===== src/design/assert_macros.svh =====
// assertion helpers used by the resampler top
`ifndef ASSERT_MACROS_SVH
`define ASSERT_MACROS_SVH

`ifndef SYNTHESIS

// property checked at every rising clock edge outside reset
`define ASSERT_ALWAYS(lbl, clk, rstn, prop) \
	lbl: assert property (@(posedge clk) disable iff (!rstn) (prop)) \
		else $error("assertion failed");

// consequent required in the cycle after the antecedent
`define ASSERT_NEXT(lbl, clk, rstn, ante, cons) \
	lbl: assert property (@(posedge clk) disable iff (!rstn) (ante) |=> (cons)) \
		else $error("assertion failed");

`else

`define ASSERT_ALWAYS(lbl, clk, rstn, prop)
`define ASSERT_NEXT(lbl, clk, rstn, ante, cons)

`endif

`endif


===== src/design/lir_pkg.sv =====
package lir_pkg;

	localparam int SampleW      = 16;
	localparam int StepW        = 21;
	localparam int PhaseW       = 22;
	localparam int FracW        = 16;
	localparam int RingIdxW     = 10;
	localparam int MaxOut       = 16;
	localparam int CntW         = 4;
	localparam int RingDepthDef = 1024;

	localparam logic [PhaseW-1:0] OneFix    = PhaseW'(65536);
	localparam logic [StepW-1:0]  StepReset = StepW'(65536);

	typedef struct packed {
		logic signed [SampleW-1:0] sample_in;
		logic                      block_end;
	} src_t;

	typedef struct packed {
		logic signed [SampleW-1:0] sample_out;
		logic [RingIdxW-1:0]       ring_index;
		logic                      run_last;
		logic                      block_end_out;
	} res_t;

endpackage


===== src/design/lir_interp_unit.sv =====
module lir_interp_unit (
	input  logic                                clk,
	input  logic                                load,
	input  logic signed [lir_pkg::SampleW-1:0]  a,
	input  logic signed [lir_pkg::SampleW-1:0]  b,
	input  logic [lir_pkg::FracW-1:0]           frac,
	output logic signed [lir_pkg::SampleW-1:0]  result
);
	import lir_pkg::*;

	localparam int DiffW = SampleW + 1;
	localparam int ProdW = DiffW + FracW;
	localparam int WideW = ProdW + 1;

	logic signed [DiffW-1:0]   diff;
	logic signed [DiffW-1:0]   frac_s;
	logic signed [ProdW-1:0]   prod_s1;
	logic signed [SampleW-1:0] a_s1;
	logic signed [WideW-1:0]   wide;
	logic                      round_up;

	assign diff   = $signed({b[SampleW-1], b}) - $signed({a[SampleW-1], a});
	assign frac_s = $signed({1'b0, frac});

	always_ff @(posedge clk) begin
		if (load) begin
			prod_s1 <= ProdW'(diff) * ProdW'(frac_s);
			a_s1    <= a;
		end
	end

	// a * 2^16 plus the weighted difference, then truncate toward zero
	assign wide = $signed({{(WideW-SampleW-FracW){a_s1[SampleW-1]}}, a_s1, {FracW{1'b0}}})
		+ $signed({prod_s1[ProdW-1], prod_s1});
	assign round_up = wide[WideW-1] && (wide[FracW-1:0] != '0);
	assign result   = $signed(wide[FracW+SampleW-1:FracW] + SampleW'(round_up));

endmodule


===== src/design/linear_interp_resampler_top.sv =====
// linear interpolation resampler, one audio channel
// src channel: src_valid / src_stall carry one sample and its block_end mark
// res channel: res_valid / res_stall carry interpolated samples with ring
//   position, run_last and block_end_out flags
// cfg channel: cfg_valid / cfg_ready write resample_step (5.16); cfg_ready
//   is always high, write only while idle
// an accepted sample that makes no output (first sample, or phase already at
// or past 1.0) leaves the block idle and ready for the next sample
// each output passes through a multiply step in the shared interpolation
// unit, a sum and truncate step, then the output register; a sample
// making n outputs keeps src_stall high until its last result has been
// taken, including any time that res_stall holds a result
// up to 16 outputs per input; src_stall stays high while a run is in progress
// a stalled result holds in the output register and the run pauses
// reset clears the previous sample, the phase, the ring pointer and the
// result valid, and sets resample_step to 1.0
`include "assert_macros.svh"

module linear_interp_resampler_top #(
	parameter int RING_DEPTH = lir_pkg::RingDepthDef
) (
	input  logic                        clk,
	input  logic                        arst_n,
	input  logic                        src_valid,
	output logic                        src_stall,
	input  lir_pkg::src_t               src_data,
	output logic                        res_valid,
	input  logic                        res_stall,
	output lir_pkg::res_t               res_data,
	input  logic                        cfg_valid,
	output logic                        cfg_ready,
	input  logic [lir_pkg::StepW-1:0]   cfg_data
);
	import lir_pkg::*;

	localparam int PtrW = (RING_DEPTH > 1) ? $clog2(RING_DEPTH) : 1;
	localparam logic [PtrW-1:0] PtrLast = PtrW'(RING_DEPTH - 1);

	localparam logic [1:0] StIdle = 2'd0;
	localparam logic [1:0] StCalc = 2'd1;
	localparam logic [1:0] StSum  = 2'd2;
	localparam logic [1:0] StOut  = 2'd3;

	logic [1:0]                state_q;
	logic [StepW-1:0]          step_q;
	logic signed [SampleW-1:0] prev_q;
	logic signed [SampleW-1:0] cur_q;
	logic                      bend_q;
	logic [PhaseW-1:0]         phase_q;
	logic [PtrW-1:0]           wp_q;
	logic                      have_prev_q;
	logic [CntW-1:0]           cnt_q;
	logic                      res_valid_q;
	res_t                      res_q;

	logic signed [SampleW-1:0] interp_y;
	logic [PhaseW-1:0]         sum_phase;
	logic                      sum_ge_one;
	logic                      at_cap;
	logic                      last_run;
	logic [RingIdxW-1:0]       wp_ext;
	logic                      src_xfer;
	logic                      res_xfer;

	lir_interp_unit u_interp (
		.clk    (clk),
		.load   (state_q == StCalc),
		.a      (prev_q),
		.b      (cur_q),
		.frac   (phase_q[FracW-1:0]),
		.result (interp_y)
	);

	assign src_stall = (state_q != StIdle);
	assign src_xfer  = src_valid && !src_stall;
	assign res_valid = res_valid_q;
	assign res_data  = res_q;
	assign res_xfer  = res_valid_q && !res_stall;
	assign cfg_ready = 1'b1;

	assign sum_phase  = phase_q + PhaseW'(step_q);
	assign sum_ge_one = (sum_phase >= OneFix);
	assign at_cap     = (cnt_q == CntW'(MaxOut - 1));
	assign last_run   = sum_ge_one || at_cap;
	assign wp_ext     = RingIdxW'(wp_q);

	always_ff @(posedge clk or negedge arst_n) begin
		if (!arst_n) begin
			state_q     <= StIdle;
			step_q      <= StepReset;
			prev_q      <= '0;
			phase_q     <= '0;
			wp_q        <= '0;
			have_prev_q <= 1'b0;
			cnt_q       <= '0;
			res_valid_q <= 1'b0;
		end else begin
			if (cfg_valid && cfg_ready) begin
				step_q <= cfg_data;
			end
			case (state_q)
				StIdle: begin
					if (src_xfer) begin
						if (!have_prev_q) begin
							prev_q      <= src_data.sample_in;
							have_prev_q <= 1'b1;
						end else if (phase_q >= OneFix) begin
							// interval already passed, no output for this sample
							phase_q <= phase_q - OneFix;
							prev_q  <= src_data.sample_in;
						end else begin
							cnt_q   <= '0;
							state_q <= StCalc;
						end
					end
				end
				StCalc: begin
					state_q <= StSum;
				end
				StSum: begin
					res_valid_q <= 1'b1;
					wp_q        <= (wp_q == PtrLast) ? '0 : wp_q + PtrW'(1);
					cnt_q       <= cnt_q + CntW'(1);
					if (sum_ge_one) begin
						phase_q <= sum_phase - OneFix;
					end else if (at_cap) begin
						phase_q <= '0;
					end else begin
						phase_q <= sum_phase;
					end
					if (last_run) begin
						prev_q <= cur_q;
					end
					state_q <= StOut;
				end
				StOut: begin
					if (!res_stall) begin
						res_valid_q <= 1'b0;
						state_q     <= res_q.run_last ? StIdle : StCalc;
					end
				end
				default: begin
					state_q <= StIdle;
				end
			endcase
		end
	end

	always_ff @(posedge clk) begin
		if (src_xfer) begin
			cur_q  <= src_data.sample_in;
			bend_q <= src_data.block_end;
		end
		if (state_q == StSum) begin
			res_q.sample_out    <= interp_y;
			res_q.ring_index    <= wp_ext;
			res_q.run_last      <= last_run;
			res_q.block_end_out <= last_run && bend_q;
		end
	end

	// a sample is only taken with the output register empty
	`ASSERT_ALWAYS(a_idle_empty, clk, arst_n, !src_stall |-> !res_valid)
	// the last transfer of a run frees the input side
	`ASSERT_NEXT(a_last_frees, clk, arst_n, res_xfer && res_data.run_last, !src_stall)
	// any other transfer keeps the run going
	`ASSERT_NEXT(a_run_busy, clk, arst_n, res_xfer && !res_data.run_last, src_stall)

endmodule

===== config.mk =====
export PLATFORM = sky130hd
export DESIGN_NAME = linear_interp_resampler_top
export DESIGN_NICKNAME = d
export VERILOG_FILES = /design/src/design/lir_pkg.sv /design/src/design/lir_interp_unit.sv /design/src/design/linear_interp_resampler_top.sv
export VERILOG_INCLUDE_DIRS = /design/src /design/src/design
export SDC_FILE = /design/constraint.sdc
export NUM_CORES = 1
export LEC_CHECK = 0
export BUFFER_PORTS_ARGS = -buffer_cell sky130_fd_sc_hd__buf_2
export CORE_UTILIZATION = 50
export CTS_CLUSTER_DIAMETER = 200
export DETAILED_ROUTE_END_ITERATION = 7
export HOLD_SLACK_MARGIN = 0.06
export PLACE_DENSITY = 0.74
export SLEW_MARGIN = 20
export SYNTH_ARGS = -nofsm -noshare
export SYNTH_HDL_FRONTEND = slang
export SYNTH_SLANG_ARGS = --single-unit
export TNS_END_PERCENT = 50

===== constraint.sdc =====
create_clock -name clk -period 8.6 [get_ports clk]
set_input_delay 1.72 -clock clk [delete_from_list [all_inputs] [get_ports clk]]
set_output_delay 1.72 -clock clk [all_outputs]
set_load 0.1 [all_outputs]

==> results.yml <==
routing:
  vias_per_cell: 5.492
  first_iter_violations: 915
  via_count: 14549
  dr.pass1.iters: 6
  routedWlPerCell_um: 17.78
  wl_um: 47100
  drc: 0
  postRouteAntennaNets: 0
hold_path:
  holdPathStages: 0
  whs_endpoint: "u_interp.a_s1[10]"
  worstHoldPathType: "reg -> reg"
  min-delay-start: "prev_q[10]"
layout:
  design_area_sq_um: 21820
  instances_no_fill: 2649
  final_common_cell: "inv_1"
  nets: 2582
  areaGrowthSynthToFinish_pct: 9.136
  mostFrequentLayoutCells: "inv_1, fa_1, nand2_1, ha_1, and2_1"
  multi_input_area_sq_um: 13620
  fillers: 3288
  antennaDiodeCount: 0
  utilization: 0.5594
  drive_above_1_share: 0.1028
  regArea_sq_um: 4752
synth:
  ys.flop_type: "edfxtp_1"
  yosys.area_share.simple: 0.1443
  ys_async_sr_fraction: 0.4503
  synth_top_area_frac: 0.2703
  synth-xor-area-share: 0.04937
  synth_top_family_by_area: "adder cells"
  yosysUniqueCellTypes: 85
  netlist_instances: 2048
  synth_adder_area_share: 0.3648
  synth_compound_area_frac: 0.1006
  syn_nets: 2512
  synth-edff-count: 94
  yosys-top-cells-area: "fa_1, edfxtp_1, dfrtp_1"
  syn_area_sq_um: 20000
  synth-seq-cells: 171
  synth_mux_area_frac: 0.01489
  ys_seq_area_frac: 0.2376
  synth_area_per_cell_sq_um: 9.763
  yosysWarnings: 0
  yosysTopAreaCell: "fa_1"
clock_tree:
  cts.clk_slew.worst_paths_ns: 0.07
  cts_root_buffer: "clkbuf_16"
  cts.path.max_buffers: 2
  insertion_delay_ns: 0.48
  cts_tree: "done"
  cts.sinks: 171
  h-tree-depth: 4
  cts_buffers: 17
placement:
  dpl_cell_area_sq_um: 21070
  dp.cells: 2612
  place.gp.congestion: 0.9129
  portBuffers: 72
  place_hpwl_um: 37340
critical_path:
  crit_path_start_kind: "flop"
  reg2reg_from: "prev_q[0]"
  cpPeakStageDelay_ns: 0.59
  critPathSlowestCell: "fa_1"
  cp_top_family: "adder cells"
  regToRegSetupSlack_ns: 0.43
  cp.arrival_ns: 8.38
  crit_type: "reg -> reg"
  cp.required_ns: 8.81
  reg2regPathDepth: 33
  cp_max_fo: 10
  crit_buf_inv: 8
  cpMostUsedCell: "fa_1"
  worstReg2RegEnd: "u_interp.prod_s1[30]"
  end_kind: "flop"
floorplanning:
  die_height_um: 202.0
  core_area_sq_um: 39010
  pin_count: 74
  start_util: 0.5126
  rows: 72
  dieArea_sq_um: 40790
  die_w_um: 202.0
global_routing:
  globalRoute.totalOverflow: 0
  antenna_found_initial: 1
  grt_max_degree: 85
  grt_pass1_wl_um: 78960
  grt_usage: 0.2471
  grt_pass1_vias: 15341
timing:
  rsz0062_at_grt: "no"
  max_clock_freq_ghz: 0.1224
  tns_ns: 0
  final-hold-violation-count: 0
  max-slew-margin-rel: 0.3329
  setup_viol: 0
  worst_slew_pin_slew_ns: 1.001
  period_minus_slack_ns: 8.168
  report.final.slew_viol_count: 0
  fin_crit_sh: 0.9497
  finalClockSkew_ns: 0.01469
job:
  maxCapViolCount: 0
run_status:
  status: "finished, final reports clean"
flip-flops by register name, summed over array words and instances (netlist names), 10 cells and up:
name and count:
res_data 28, step_q 21, u_interp.a_s1 16, u_interp.prod_s1 33, cur_q 16, phase_q 22
prev_q 16, wp_ext 10
metrics by stage:
step	setup slack [ns]	hold WS (ns)
floorplan	0.3814	0.4469
global placement	0.2460	0.4572
detailed placement	0.06531	0.4728
CTS	0.02601	0.4845
global route	0.008916	0.5039
finish	0.4323	0.4843
synthesized netlist by cell type, drive strengths merged, types with 12 or more instances:
| master | count |
|---|---|
| ha | 151 |
| and2 | 130 |
| and3 | 15 |
| nor2 | 75 |
| edfxtp | 94 |
| nor3 | 23 |
| xor2 | 41 |
| dfrtp | 76 |
| a21oi | 55 |
| nor2b | 35 |
| nand2 | 197 |
| nand3 | 31 |
| a21o | 30 |
| a211oi | 12 |
| mux2 | 22 |
| clkbuf | 58 |
| fa | 270 |
| inv | 395 |
| o2bb2ai | 14 |
| o22a | 14 |
| a31oi | 25 |
| xnor2 | 69 |
| o21ai | 46 |
| nand2b | 16 |
cell type report:
cell class	instances	area share
Sequential cell	171	0.2178
Clock buffer	17	0.01949
Inverter	395	0.06794
Tap cell	518	0.02970
Multi-Input combinational cell	1414	0.6242
Clock inverter	15	0.007568
Timing Repair Buffer	119	0.03331
cell families after synthesis:
| family | count (synthesis) |
|---|---|
| adders and majority gates | 421 |
| buffers and inverters | 463 |
| other | 1 |
| muxes | 27 |
| AOI/OAI and AO/OA | 281 |
| and+or+nand+nor | 573 |
| DFF | 171 |
| xor gates and xnor gates | 111 |
metal layers:
metal | GRT usage | wire, um
met1 | 0.3175 | 19930
met2 | 0.4159 | 22590
met3 | 0.03434 | 2441
met4 | 0.1093 | 2135
met5 | 0 | 0
worst max-delay path by stage:
stage                     startpoint              endpoint  slack [ns]  cells after the start
final                      prev_q[0]  u_interp.prod_s1[30]        0.43                     33
after global routing       prev_q[1]  u_interp.prod_s1[29]       0.009                     34
after CTS                   cur_q[0]  u_interp.prod_s1[29]        0.03                     33
after detailed placement    cur_q[0]  u_interp.prod_s1[29]        0.07                     33
after global placement      cur_q[0]  u_interp.prod_s1[31]        0.25                     33
after floorplan            prev_q[0]  u_interp.prod_s1[31]        0.38                     32
what timing repair did:
action / in CTS / in global routing
setup endpoints to repair: 0 / 12
hold buffers: 0 / 0
resized for setup: 0 / 30
setup buffers: 0 / 5
Power is not shown: default switching activity piles up to over one toggle a cycle in this logic, so the estimate is an artifact.
